## src/rtl/wgc_ram.sv

```systemverilog
// ----------------------------------------------------------------------------
// Waypoint controller RAM
// Simple dual-port RAM, one write port, one registered read port.
// ----------------------------------------------------------------------------
module wgc_ram #(
	parameter int WIDTH = 32,
	parameter int DEPTH = 64,
	localparam int AW = (DEPTH > 1) ? $clog2(DEPTH) : 1
) (
	input  logic             clk,
	input  logic             we,
	input  logic [AW-1:0]    waddr,
	input  logic [WIDTH-1:0] wdata,
	input  logic [AW-1:0]    raddr,
	output logic [WIDTH-1:0] rdata
);
	logic [WIDTH-1:0] mem_q [DEPTH];

	always_ff @(posedge clk) begin
		if (we) begin
			mem_q[waddr] <= wdata;
		end
		rdata <= mem_q[raddr];
	end
endmodule

```

## config.mk

```make
export PLATFORM = sky130hd
export DESIGN_NAME = wgc_ram
export DESIGN_NICKNAME = d
export VERILOG_FILES = /design/src/rtl/wgc_ram.sv
export SDC_FILE = /design/constraint.sdc
export NUM_CORES = 2
export LEC_CHECK = 0
export ABC_AREA = 0
export BUFFER_PORTS_ARGS = -buffer_cell sky130_fd_sc_hd__buf_4
export CAP_MARGIN = 40
export CORE_MARGIN = 4
export CORE_UTILIZATION = 50
export CTS_CLUSTER_DIAMETER = 120
export CTS_CLUSTER_SIZE = 30
export DETAILED_ROUTE_END_ITERATION = 10
export GPL_ROUTABILITY_DRIVEN = 0
export GPL_TIMING_DRIVEN = 1
export PLACE_DENSITY = 0.66
export SLEW_MARGIN = 10
export SYNTH_ARGS = -nofsm -noshare
export SYNTH_HDL_FRONTEND = slang
export SYNTH_SLANG_ARGS = --single-unit
export TNS_END_PERCENT = 50
```

## constraint.sdc

```tcl
create_clock -name clk -period 8.8 [get_ports clk]
set_input_delay 0.44 -clock clk [delete_from_list [all_inputs] [get_ports clk]]
set_output_delay 0.44 -clock clk [all_outputs]
set_load 0.005 [all_outputs]
```

==> run metrics <==
Yosys cell types=34; core footprint=156,000 um2; setup TNS=0 ps; ys async rst share=0; via count=35,600; CTS Root Buffer Type=clkbuf_16; max-slew violation count=0; Rel. slew slack=0.367; clock buffer count from CTS=79; Leak=roughly 25 nW; Rows=between 100 and 150; share of post-route cells with drive strength above 1=0.254; Die Footprint=163,000 um2; placed cell count=5,374; min Tclk post-route=3290 ps; Ports=78; wire per inst=34.7 um; gr usage total=0.235; #FFs+latches synth=~2,100; number of post-CTS setup repair buffers=0; Ys Warns=0; die height=around 400 um; final core occ=0.540; Post-Route WL=191,000 um; f_max=0.304 GHz; cts hold-fix bufs=0; Hold Path Cell Cnt=1; Synth Area per Inst=23.6 um2; RSZ-0062 raised after global routing=false; Final period util=0.374; Mapped Cells=3,324; hold_ws=237 ps; status=completed; Worst EP required=9400 ps; Filler Cell Count=11,500; Initial DRC Count=4,778; Post-route DRC=0; Final ANT Viol Nets=0; Clock Latency Late Sink=between 700 and 800 ps; Seq/Total Area, Yosys=0.791; number of global-route vias before repair=35,600; H-tree Lvls=3; detailed-route vias per instance=6.47; crit end category=flop; initial antenna violation count=9; P_sw=3.42 mW; clock share of power=0.276; Worst Hold End=mem_q[10][14]; Die Width=404 um; PwrDens=between 150 and 200 nW/um2; CTS tree=built; capturing point of the worst reg2reg path=rdata[31]; worst vdd ir=about 0.16 mV; Seq pwr share=0.668; Fin Clk Skew=roughly 28 ps; Final setup viols=0; synthesized cell area=78,500 um2; first-pass GRT wire length=270,000 um; Layout area overhead=7.42%; CTS Sinks=2,080; final hold violation count=0; Worst-Margin Slew=roughly 950 ps; largest net degree at the start of global routing=131; CP Max Fanout=93; Clock Tree Buf Depth=3; Post-synth EDFFs=2,048; hpwl dp=95,500 um; Final nets=3,443; Worst Reg2Reg Path Length in Cells=4; launch point of the worst reg-to-reg path=mem_q[51][31]; top_reg_cell synth=edfxtp_1; WS Path Type=primary input to flop; final cell count without fillers=5,497; switch share=0.207; Syn Nets=3,370; Clock transition at path regs=between 100 and 150 ps; cts repair resizes=0; Gate power share=0.057; Pint=13.1 mW; CP Data Arrival Time=slightly below 4000 ps; hold path startpoint=wdata[14]; worst hold-check path type=primary input to flop; gr ovfl total=0; IO buf count=77; crit start category=primary input; DRT Pass-1 Iters=5; starting density of the core=0.503; total of max-cap violations=0; R2R Setup Slk=between 6000 and 7000 ps
-- placed cells by master (no fill, tap or decap), drive strengths merged, types with 26 or more instances in the layout --
| cell | n |
|---|---|
| nor2 | 137 |
| o22ai | 84 |
| mux4 | 544 |
| o221ai | 27 |
| dfxtp | 32 |
| nand2 | 26 |
| edfxtp | 2048 |
| clkbuf | 118 |
| mux2i | 93 |
| buf | 174 |
| a21oi | 62 |
-- final cells by class --
cell class	count	area [um2]	area share
clock buffer	118	2170	0.0257
multi-input combinational	1062	16000	0.189
clock inverter	2	25.0	0.000297
timing repair buffer	174	1450	0.0172
tap	2058	2570	0.0305
antenna	3	7.51	0.0000890
sequential	2080	62100	0.737
-- metrics by stage --
step	total power, mW	setup WS [ps]	area [um2]
5_1_grt	17.0	5270	84300
2_1_floorplan	11.7	5200	78500
3_3_place_gp	12.2	4800	82100
6_report	16.5	5510	84300
3_5_place_dp	12.2	4750	82100
4_1_cts	16.6	5570	84300
-- sequential cells by signal (all words and copies together) (netlist names) --
register,cells
mem_q,2048
rdata,32
-- routing by layer --
metal	global-route usage	wire length, um	part of all wire	vias up
met3	0.0512	18900	0.099	262
met1	0.340	75400	0.40	19300
li1	-	-	-	14200
met4	0.0741	5990	0.031	8
met2	0.365	90300	0.47	1773
met5	0	55	0.00029	-
-- power by group through the flow --
stage	sequential [mW]	clock, mW	combinational (mW)
finish	11.0	4.54	0.935
global route	11.0	5.01	0.999
detailed placement	11.2	0	0.946
global placement	11.2	0	0.928
CTS	11.0	4.63	0.948
floorplan	11.2	0	0.533
-- cell usage after synthesis (7+ instances only) --
cell type  count  area (um2)
nor3_1         7        35.0
nor2b_1       15        93.8
nand2b_1       8        50.1
mux2i_1       93         931
a22oi_1       12        90.1
nand2_1       26        97.6
edfxtp_1    2048       61500
nor2_1       137         514
mux4_2       544       12300
buf_2         57         285
o22ai_1       84         526
a311oi_1       8        70.1
clkbuf_1      74         278
o221ai_1      27         236
dfxtp_1       32         641
buf_1         21        78.8
a21oi_1       62         310
buf_4         25         188
-- worst max-delay path, cell delays in order --
cell and delay (ps):
buf_8 470, buf_12 570, buf_4 750, mux4_2 580, nor2b_1 130, a21oi_1 50, a311oi_1 470, nor3_1 110
-- logic make-up (layout without fill, tap and decap cells) --
logic type / Yosys count / count (layout) / synth area share
buffers and inverters: 182 / 294 / 0.0113
AND/OR/NAND/NOR: 223 / 223 / 0.0127
flip-flops: 2080 / 2080 / 0.791
other: 0 / 3 / 0
AO/OA/AOI/OAI: 202 / 202 / 0.0167
multiplexers: 637 / 637 / 0.168
-- how the worst max path moves through the flow --
stage,start,endpoint,depth (start not counted)
6_report,raddr[0],rdata[20],8
3_3_place_gp,raddr[0],rdata[20],8
3_5_place_dp,raddr[0],rdata[20],8
5_1_grt,raddr[0],rdata[20],8
2_1_floorplan,waddr[3],mem_q[48][0],4
4_1_cts,raddr[0],rdata[20],8
Power figures use the tool's default switching activity.
