**config.mk**
```make
export PLATFORM = sky130hd
export DESIGN_NAME = wgc_isqrt
export DESIGN_NICKNAME = d
export VERILOG_FILES = /design/src/rtl/wgc_isqrt.sv
export SDC_FILE = /design/constraint.sdc
export NUM_CORES = 1
export LEC_CHECK = 0
export BUFFER_PORTS_ARGS = -buffer_cell sky130_fd_sc_hd__buf_2
export CAP_MARGIN = 5
export CORE_UTILIZATION = 30
export CTS_CLUSTER_DIAMETER = 30
export DETAILED_ROUTE_END_ITERATION = 16
export SLEW_MARGIN = 20
export SYNTH_ARGS = -nofsm -noshare
export SYNTH_HDL_FRONTEND = slang
export SYNTH_SLANG_ARGS = --single-unit
```
**constraint.sdc**
```tcl
create_clock -name clk -period 6.21 [get_ports clk]
set_input_delay 0.3105 -clock clk [delete_from_list [all_inputs] [get_ports clk]]
set_output_delay 0.3105 -clock clk [all_outputs]
set_load 0.02 [all_outputs]
```
**src/rtl/wgc_isqrt.sv**
```systemverilog
// ----------------------------------------------------------------------------
// Waypoint controller integer square root
// Restoring bit-pair square root, one result bit per cycle.
// ----------------------------------------------------------------------------
module wgc_isqrt (
	input  logic        clk,
	input  logic        arst_n,
	input  logic        start,
	input  logic [33:0] radicand,
	output logic        done,
	output logic [16:0] root
);
	logic        busy_q;
	logic [33:0] v_q;
	logic [34:0] r_q;
	logic [33:0] bit_q;
	logic [34:0] trial;

	assign trial = r_q + {1'b0, bit_q};
	assign root  = r_q[16:0];

	always_ff @(posedge clk or negedge arst_n) begin
		if (!arst_n) begin
			busy_q <= 1'b0;
			done   <= 1'b0;
		end else begin
			done <= 1'b0;
			if (start) begin
				busy_q <= 1'b1;
				v_q    <= radicand;
				r_q    <= '0;
				bit_q  <= 34'h1_0000_0000;
			end else if (busy_q) begin
				if ({1'b0, v_q} >= trial) begin
					v_q <= 34'({1'b0, v_q} - trial);
					r_q <= (r_q >> 1) + {1'b0, bit_q};
				end else begin
					r_q <= r_q >> 1;
				end
				bit_q <= bit_q >> 2;
				// last bit pair handled: result is final next cycle
				if (bit_q == 34'd1) begin
					busy_q <= 1'b0;
					done   <= 1'b1;
				end
			end
		end
	end
endmodule

```
==> results of run 1 <==
-- per-layer routing --
| layer | vias to the layer above | GRT usage | routed length, µm |
|---|---|---|---|
| li1 | 4303 | - | - |
| met1 | 4069 | 0.2068 | 13080 |
| met2 | 171 | 0.2491 | 12580 |
| met5 | - | 0 | 0 |
| met3 | 21 | 0.02671 | 1167 |
| met4 | 0 | 0.03499 | 315 |
-- flip-flops by register name (all words and copies together), names as in the netlist --
name,cells
bit_q,34
v_q,34
busy_q,1
done,1
r_q,35
-- worst register-to-register path: stages, from the launching register on --
cell	delay, ns
edfxtp_1	0.44
ha_1	0.22
inv_1	0.07
fa_1	0.19
nand2b_1	0.16
a21oi_2	0.08
o41a_4	0.45
a31o_4	0.28
a41oi_4	0.25
o31a_4	0.18
nand2_1	0.13
a21oi_1	0.22
xor2_1	0.18
ha_1	0.33
a21o_1	0.21
a21o_1	0.16
a21o_1	0.18
a221o_1	0.34
a21o_1	0.18
a31o_2	0.22
a21o_2	0.28
o31ai_1	0.19
nor2_2	0.10
o21a_1	0.22
buf_12	0.18
-- timing repair --
item,in CTS,in global routing
resized for setup,0,10
buffers inserted,0,7
endpoints found under the setup margin,0,62
-- cells in the final DEF, fill, tap and decap left out, drive strengths merged, types with 8 or more instances in the layout --
| cell type | n |
|---|---|
| a21oi | 91 |
| ha | 102 |
| o21ai | 79 |
| a211oi | 35 |
| nand2b | 17 |
| inv | 35 |
| and3 | 14 |
| a31o | 8 |
| xor2 | 37 |
| nor2 | 98 |
| a31oi | 8 |
| mux2i | 61 |
| o21bai | 13 |
| nand4 | 9 |
| nand2 | 103 |
| xnor2 | 45 |
| a21o | 53 |
| nand3 | 22 |
| o21a | 12 |
| nor4 | 12 |
| buf | 72 |
| clkbuf | 10 |
| nor3 | 27 |
| edfxtp | 103 |
-- through the flow --
step / util / hold slack [ns]
3_3_place_gp: 0.3222 / 0.5995
4_1_cts: 0.3306 / 0.2021
3_5_place_dp: 0.3222 / 0.5945
2_1_floorplan: - / 0.01491
5_1_grt: 0.3340 / 0.2193
6_report: 0.3340 / 0.2145
-- layout make-up --
class,instances,area (µm²)
sequential,105,3147
multi-input combinational,940,6655
tap,448,560.5
fill,3534,22330
clock buffer,10,229.0
inverter,32,120.1
clock inverter,6,51.30
timing repair buffer,72,435.4
-- path summary, 6_finish.rpt --
| check | from | to | slack (ns) |
|---|---|---|---|
| worst max-delay path | bit_q[0]$_SDFFCE_PP0P_ | v_q[5]$_DFFE_PP_ | 0.46 |
| max in group asynchronous | arst_n | busy_q$_DFF_PN0_ | 5.27 |
| worst min register to register | bit_q[0]$_SDFFCE_PP0P_ | bit_q[0]$_SDFFCE_PP0P_ | 0.68 |
| min in group asynchronous | arst_n | done$_DFF_PN0_ | 0.33 |
| worst min-delay path | radicand[15] | v_q[15]$_DFFE_PP_ | 0.21 |
| worst max register to register | bit_q[0]$_SDFFCE_PP0P_ | v_q[5]$_DFFE_PP_ | 0.46 |
-- cell families (layout without fill, tap and decap cells) --
group / count (synthesis) / in the layout / share of synthesized area
buf+inv: 89 / 120 / 0.04446
flops: 105 / 105 / 0.3077
compound gates: 357 / 358 / 0.2337
mux: 62 / 62 / 0.06087
xor+xnor: 82 / 82 / 0.07030
fa+ha+maj: 105 / 105 / 0.1308
simple gates: 333 / 333 / 0.1522
-- power groups by stage --
stage / sequential (mW) / combinational [mW] / clock [mW]
finish: 1.31 / 4.56 / 0.586
global route: 1.34 / 5.06 / 0.623
CTS: 1.32 / 4.39 / 0.604
detailed placement: 1.34 / 4.37 / 0
global placement: 1.33 / 4.32 / 0
floorplan: 1.25 / 3.66 / 0
==> flow_summary.toml, run 1 <==
[timing]
finalHoldViolations = 0
slew_headroom = 0.4459
setup_violations = 0
tightest_slew_ns = 0.8311
clock_skew_ns = 0.01755
final.setup.worst_slack_ns = 0.4634
finalCriticalPeriod_ns = 5.747
final-max-slew-violation-count = 0
max_freq_ghz = 0.1740
rsz0062_at_grt = "no"
setup-tns-final_ns = 0
timing.final.crit_share = 0.9254

[worst_hold_path]
hp-class = "primary input to flip-flop"
holdPathStages = 3

[cts]
cts_buffer_depth = 2
numClockSinks = 105
clkSlewWorstSetupHoldPaths_ns = 0.09
cts_inserted_buffers = 9
cts_hold_buf = 0
clock_latency_ns = 0.37
htree_num_levels = 3
clockRootBuffer = "clkbuf_16"
cts_tree = "built"

[yosys]
synth_area_per_cell_um2 = 9.017
synthTopCellsByCount = "edfxtp_1 (103), nand2_1 (103), ha_1 (102)"
synthCells = 1133
ys.flop_type = "edfxtp_1"
synth_top_area_share = 0.3028
ys_seq_area_frac = 0.3077
syn_nets = 1275
async_reset_ff_frac = 0.01905
yosys_warnings = 0
synthTopCellsByArea = "edfxtp_1 (30%), ha_1 (12%), mux2i_1 (6.0%)"
synth_area_mm2 = 0.01022
synth-edff-count = 103
yosysUniqueCellTypes = 74
yosys.area.top_type = "edfxtp_1"
synth_seq_cells = 105

[critical_path]
worst-path-max-fanout = 34
cp_top_family = "compound AO/OA/AOI/OAI gates"
cpMostUsedCell = "a21o_1"
critPathCaptureType = "flip-flop"
worst_ep_arrival_time_ns = 5.85
crit_chain = "ha_1, inv_1, fa_1, nand2b_1, a21oi_2, o41a_4, a31o_4, a41oi_4, o31a_4, nand2_1, a21oi_1, xor2_1, ha_1, a21o_1, a21o_1, a21o_1, a221o_1, a21o_1, a31o_2, a21o_2, o31ai_1, nor2_2, o21a_1, buf_12"
rr_worst_depth = 24
critPathSlowestCell = "o41a_4"
path_buf_inv = 2
cp.required_ns = 6.31
cp-start-kind = "flip-flop"
critPathKind = "flip-flop to flip-flop"
crit_cells = 24
critical-path-max-stage-delay_ns = 0.45

[global_routing]
track_usage = 0.1518
grt_pass1_wl_um = 42680
grt.overflow.total = 0
grt_max_degree = 65
grt_pass1_vias = 7984
antenna_found_initial = 0

[route]
ant_nets = 0
drc = 0
wl_per_cell_um = 16.83
dr.pass1.iters = 5
via_per_inst = 5.309
drt-initial-drc-count = 535
vias = 8564
drt_wl_total_um = 27140

[placement]
post_dp_cell_area_mm2 = 0.01080
portBuffers = 54
pre_cts_ws_ns = 0.3803
gp_congestion = 0.8254
dp_hpwl_um = 19930
placed_cells = 1589

[pwr]
leakage_nw = 4.871
comb_power_share = 0.706
power.internal_mw = 3.361
swShare = 0.4794
power.share.clock = 0.091
max-vdd-ir-drop_v = 0.0002117
total_power_mw = 6.455
p_sw_mw = 3.094
p_seq_frac = 0.203
power_density_mw_per_mm2 = 576.4

[run]
maxCapViolations = 0

[cells_and_area]
fin_nets = 1302
drive_gt1_frac = 0.09700
syn_to_final_growth_pct = 9.614
postLayoutCellArea_mm2 = 0.01120
finalNonFillerCells = 1613
num_antenna_cells = 0

[floorplan]
ios = 55
start_util = 0.3047
core_mm2 = 0.03353
die_width_um = 186.5
placementRows = 67
die_h_um = 186.5
die-area_mm2 = 0.03480

[status]
outcome = "complete, no violations"
No activity file was read; power rests on OpenSTA's default activity.
==> inputs of run 2 (changes only) <==
--- a/config.mk
+++ b/config.mk
@@ -10,6 +10,7 @@
 export CORE_UTILIZATION = 30
 export CTS_CLUSTER_DIAMETER = 30
 export DETAILED_ROUTE_END_ITERATION = 16
+export RECOVER_POWER = 50
 export SLEW_MARGIN = 20
 export SYNTH_ARGS = -nofsm -noshare
 export SYNTH_HDL_FRONTEND = slang
==> flow_summary.toml, run 2 (synthesis results as in run 1) <==
[status]
outcome = "finished, violations left"
violations = "max-capacitance violations, max-slew violations"

[placement]
dp_hpwl_um = 19930
pre_cts_ws_ns = 0.3803
gp_congestion = 0.8254
portBuffers = 54

[pwr]
total_power_mw = 6.443
power_density_mw_per_mm2 = 578.0
leakage_nw = 4.800
max-vdd-ir-drop_v = 0.0002119

[route]
drt-initial-drc-count = 548
via_per_inst = 5.336
ant_nets = 0
drt_wl_total_um = 27080
vias = 8607
dr.pass1.iters = 5
drc = 0
wl_per_cell_um = 16.79

[timing]
rsz0062_at_grt = "no"
finalHoldViolations = 0
setup_violations = 0
clock_skew_ns = 0.01796
tightest_slew_ns = 3.472
setup-tns-final_ns = 0
slew_headroom = -1.315
timing.final.crit_share = 0.9252
holdWs_ns = 0.2145
finalCriticalPeriod_ns = 5.746
final-max-slew-violation-count = 158
final.setup.worst_slack_ns = 0.4642
max_freq_ghz = 0.1740

[critical_path]
rr_worst_depth = 24
cpMostUsedCell = "a21o_1"
critPathSlowestCell = "o41a_4"
cp-start-kind = "flip-flop"
crit_chain = "ha_1, inv_1, fa_1, nand2b_1, a21oi_2, o41a_4, a31o_4, a41oi_4, o31a_4, nand2_1, a21oi_1, xor2_1, ha_1, a21o_1, a21o_1, a21o_1, a221o_1, a21o_1, a31o_2, a21o_2, o31ai_1, nor2_2, o21a_1, buf_12"
path_buf_inv = 2
worst_ep_arrival_time_ns = 5.85
critPathCaptureType = "flip-flop"
cp.required_ns = 6.31
critical-path-max-stage-delay_ns = 0.45
cp_top_family = "compound AO/OA/AOI/OAI gates"
worst-path-max-fanout = 34
critPathKind = "flip-flop to flip-flop"
crit_cells = 24

[cells_and_area]
multiInputGateArea_mm2 = 0.006655
fill_cells = 3552
top_regs = "r_q x35, bit_q x34, v_q x34"
fin_nets = 1302
final_util = 0.3325
final_cell_mix = "nand2_1 (103), edfxtp_1 (103), ha_1 (101), nor2_1 (97), a21oi_1 (90)"
regMostFlops = "r_q"
drive_gt1_frac = 0.07811
largest_register_ffs = 35
regArea_mm2 = 0.003143
syn_to_final_growth_pct = 9.124
num_antenna_cells = 0

[cts]
clkSlewWorstSetupHoldPaths_ns = 0.09
cts_buffer_depth = 2
cts_inserted_buffers = 9
cts_tree = "built"
cts_hold_buf = 0
htree_num_levels = 3
clock_latency_ns = 0.37
clockRootBuffer = "clkbuf_16"
numClockSinks = 105

[floorplan]
start_util = 0.3047
core_mm2 = 0.03353
die_h_um = 186.5
placementRows = 67
ios = 55
die-area_mm2 = 0.03480
die_width_um = 186.5

[global_routing]
grt_max_degree = 65
track_usage = 0.1518
grt.overflow.total = 0
antenna_found_initial = 0
grt_pass1_vias = 7984
grt_pass1_wl_um = 42680

[run]
maxCapViolations = 3

[worst_hold_path]
holdPathStages = 3
hp-class = "primary input to flip-flop"
[run 2: changes by cell type in the layout (fill, tap and decap cells not counted)]
| cell | change |
|---|---|
| buf_2 | -13 |
| dfrtp_4 | -1 |
| dfrtp_1 | +1 |
| clkbuf_1 | +21 |
| buf_4 | -8 |
[run 2: final timing paths]
kind	startpoint	to	slack, ns
worst max-delay path	bit_q[0]$_SDFFCE_PP0P_	v_q[5]$_DFFE_PP_	0.46
worst min-delay path	radicand[15]	v_q[15]$_DFFE_PP_	0.21
worst max register to register	bit_q[0]$_SDFFCE_PP0P_	v_q[5]$_DFFE_PP_	0.46
worst min register to register	bit_q[0]$_SDFFCE_PP0P_	bit_q[0]$_SDFFCE_PP0P_	0.68
max in group asynchronous	arst_n	busy_q$_DFF_PN0_	2.46
min in group asynchronous	arst_n	done$_DFF_PN0_	1.83
[run 2: layout make-up]
cell class              instances  share of cell area
inverters                      32             0.01077
multi-input cells             940              0.5970
well taps                     448             0.05028
flip-flops and latches        105              0.2819
clock inverters                 6            0.004602
clock buffers                  10             0.02054
repair buffers                 72             0.03490
[run 2: per-layer routing]
| layer | global-route usage | part of all wire | vias up | wire length [µm] |
|---|---|---|---|---|
| met2 | 0.2491 | 0.46 | 198 | 12560 |
| met4 | 0.03499 | 0.012 | 0 | 316 |
| met3 | 0.02671 | 0.048 | 23 | 1311 |
| li1 | - | - | 4305 | - |
| met1 | 0.2068 | 0.48 | 4081 | 12890 |
| met5 | 0 | 0 | - | 0 |
[run 2: metrics by stage]
step	std cells	instance area, µm²
floorplan	1133	10220
global placement	1589	10800
detailed placement	1589	10800
CTS	1605	11080
global route	1613	11150
finish	1613	11150
[run 2: worst register-to-register path, stage by stage (launching register included)]
cell and delay [ns]:
edfxtp_1 0.44, ha_1 0.22, inv_1 0.07, fa_1 0.19
nand2b_1 0.16, a21oi_2 0.08, o41a_4 0.45, a31o_4 0.28
a41oi_4 0.25, o31a_4 0.18, nand2_1 0.12, a21oi_1 0.22
xor2_1 0.18, ha_1 0.33, a21o_1 0.20, a21o_1 0.16
a21o_1 0.18, a221o_1 0.34, a21o_1 0.18, a31o_2 0.22
a21o_2 0.28, o31ai_1 0.19, nor2_2 0.10, o21a_1 0.22
buf_12 0.18
[run 2: power by group]
part	total (mW)	switching (mW)	internal, mW
Sequential	1.31	0.186	1.13
Combinational	4.54	2.60	1.94
Clock	0.588	0.307	0.280
[run 2: repair_timing]
action	4_1_cts	5_1_grt
resized for setup	0	10
buffers inserted	0	7
endpoints found under the hold margin	0	0
endpoints found under the setup margin	0	62
==> inputs of run 3 (changes only) <==
--- a/config.mk
+++ b/config.mk
@@ -5,6 +5,7 @@
 export SDC_FILE = /design/constraint.sdc
 export NUM_CORES = 1
 export LEC_CHECK = 0
+export ABC_AREA = 1
 export BUFFER_PORTS_ARGS = -buffer_cell sky130_fd_sc_hd__buf_2
 export CAP_MARGIN = 5
 export CORE_UTILIZATION = 30
==> flow_summary.toml, run 3 <==
[yosys]
yosys_warnings = 0
synth.most_common_cell = "nand2_1"
ys_seq_area_frac = 0.2865
synthTopCellsByArea = "edfxtp_1 (28%), nand2_1 (13%), ha_1 (12%)"
ys.flop_type = "edfxtp_1"
syn_nets = 1710
synth_area_per_cell_um2 = 6.996
synthCells = 1568
synth-edff-count = 103
synth_seq_cells = 105
synthTopCellsByCount = "nand2_1 (388), nor2_1 (168), inv_1 (151)"
yosys.area.top_type = "edfxtp_1"
async_reset_ff_frac = 0.01905
synth_top_area_share = 0.2820
yosysUniqueCellTypes = 44
synth_area_mm2 = 0.01097

[critical_path]
rr_worst_depth = 28
critical-path-max-stage-delay_ns = 0.51
worst_ep_arrival_time_ns = 5.35
r2r_end = "v_q[5]$_DFFE_PP_"
reg2reg_slack_ns = 0.87
critPathCaptureType = "flip-flop"
worst-path-max-fanout = 34
critPathKind = "flip-flop to flip-flop"
cp-start-kind = "flip-flop"
crit_end = "v_q[5]$_DFFE_PP_"
startpoint = "r_q[2]$_SDFFCE_PP0P_"
critPathSlowestCell = "edfxtp_1"
r2r_start = "r_q[2]$_SDFFCE_PP0P_"
cp.required_ns = 6.23
cpMostUsedCell = "nand2_1"

[cts]
clkSlewWorstSetupHoldPaths_ns = 0.08
htree_num_levels = 3
cts_buffer_depth = 2
numClockSinks = 105
clockRootBuffer = "clkbuf_16"
cts-resized-gates = 0
cts_tree = "built"
clock_latency_ns = 0.37
cts_inserted_buffers = 9

[route]
drt_wl_total_um = 32800
via_per_inst = 5.096
drc = 0
vias = 10478
drt-initial-drc-count = 963
ant_nets = 0
dr.pass1.iters = 11
wl_per_cell_um = 15.95

[cells_and_area]
regArea_mm2 = 0.003143
multiInputGateArea_mm2 = 0.006943
num_antenna_cells = 0
largest_register_ffs = 35
final_common_cell = "nand2_1"
regMostFlops = "r_q"
syn_to_final_growth_pct = 7.939
fill_cells = 3949
fin_nets = 1732
drive_gt1_frac = 0.06646
final_cell_mix = "nand2_1 (387), nor2_1 (166), inv_1 (151), a21oi_1 (136), nand3_1 (106)"
postLayoutCellArea_mm2 = 0.01184
top_regs = "r_q x35, bit_q x34, v_q x34"

[timing]
rsz0062_at_grt = "no"
tightest_slew_ns = 3.534
finalCriticalPeriod_ns = 5.335
slew_headroom = -1.356
holdWs_ns = 0.2158
finalHoldViolations = 0
setup-tns-final_ns = 0
setup_violations = 0
timing.final.crit_share = 0.8592
max_freq_ghz = 0.1874
final-max-slew-violation-count = 143
clock_skew_ns = 0.01426

[placement]
gp_congestion = 0.9199
portBuffers = 54
post_dp_cell_area_mm2 = 0.01159
dp_hpwl_um = 25670

[global_routing]
grt.overflow.total = 0
grt_pass1_vias = 9902
grt_max_degree = 62
grt_pass1_wl_um = 52560
track_usage = 0.1749
antenna_found_initial = 0

[status]
violations = "max-capacitance violations, max-slew violations"
outcome = "finished, violations left"

[floorplan]
core_mm2 = 0.03574
start_util = 0.3069
die-area_mm2 = 0.03733
ios = 55
die_width_um = 193.2
placementRows = 69
die_h_um = 193.2

[pwr]
max-vdd-ir-drop_v = 0.0001617
leakage_nw = 5.334
power_density_mw_per_mm2 = 403.6

[run]
maxCapViolations = 3

[worst_hold_path]
hold_start = "radicand[10]"
hp-class = "primary input to flip-flop"
## run 3: area by class of cell
class / instances / share of cell area
Clock inverter: 6 / 0.004227
Clock buffer: 10 / 0.01934
Inverter: 154 / 0.04882
Multi-Input combinational cell: 1255 / 0.5864
Sequential cell: 105 / 0.2655
Tap cell: 461 / 0.04872
Timing Repair Buffer: 65 / 0.02705
## run 3: stage by stage
step                  util  cells  power (mW)  worst slack (ns)
CTS                 0.3322   2056       4.778            0.8651
detailed placement  0.3242   2039       4.175            0.8860
floorplan                -   1568       3.522            0.6800
global placement    0.3242   2039       4.147            0.9935
finish              0.3313   2056       4.778            0.8746
global route        0.3313   2056       5.230            0.3221
## run 3: power breakdown
| part | switching (mW) | leakage (nW) | internal (mW) |
|---|---|---|---|
| logic | 1.99 | 4.15 | 1.08 |
| clock network | 0.305 | 0.131 | 0.279 |
| registers | 0.136 | 1.05 | 0.984 |
| total | 2.43 | 5.33 | 2.35 |
## run 3: timing repair
| item | 4_1_cts | 5_1_grt |
|---|---|---|
| buffers inserted | 0 | 0 |
| endpoints found under the hold margin | 2 | 0 |
| hold buffers | 1 | 0 |
## run 3: cells by family after synthesis
| family | after synthesis | share of synthesized area |
|---|---|---|
| xor gates and xnor gates | 63 | 0.05030 |
| adders and majority gates | 105 | 0.1218 |
| and+or+nand+nor | 747 | 0.2872 |
| AOI/OAI and AO/OA | 340 | 0.1719 |
| DFF | 105 | 0.2865 |
| buffers and inverters | 208 | 0.08224 |
## run 3: metal layers
metal	vias to the layer above	global-route usage	part of all wire
li1	5345	-	-
met1	4823	0.2345	0.47
met2	264	0.2928	0.46
met3	46	0.01813	0.045
met4	0	0.05926	0.024
met5	-	0	0
## run 3: critical path, delay by kind of cell (launching register included)
kind,cells,cell delay (ns)
buf+inv,2,0.48
simple gates,16,1.69
compound gates,8,1.49
fa+ha+maj,2,0.77
flops,1,0.51
## run 3: worst min-delay path by stage
stage / to / slack, ns / depth (start not counted)
5_1_grt: v_q[25]$_DFFE_PP_ / 0.22 / 3
6_report: v_q[10]$_DFFE_PP_ / 0.22 / 3
4_1_cts: v_q[10]$_DFFE_PP_ / 0.21 / 3
3_5_place_dp: done$_DFF_PN0_ / 0.30 / 1
3_3_place_gp: done$_DFF_PN0_ / 0.29 / 1
2_1_floorplan: busy_q$_DFF_PN0_ / 0.01 / 0
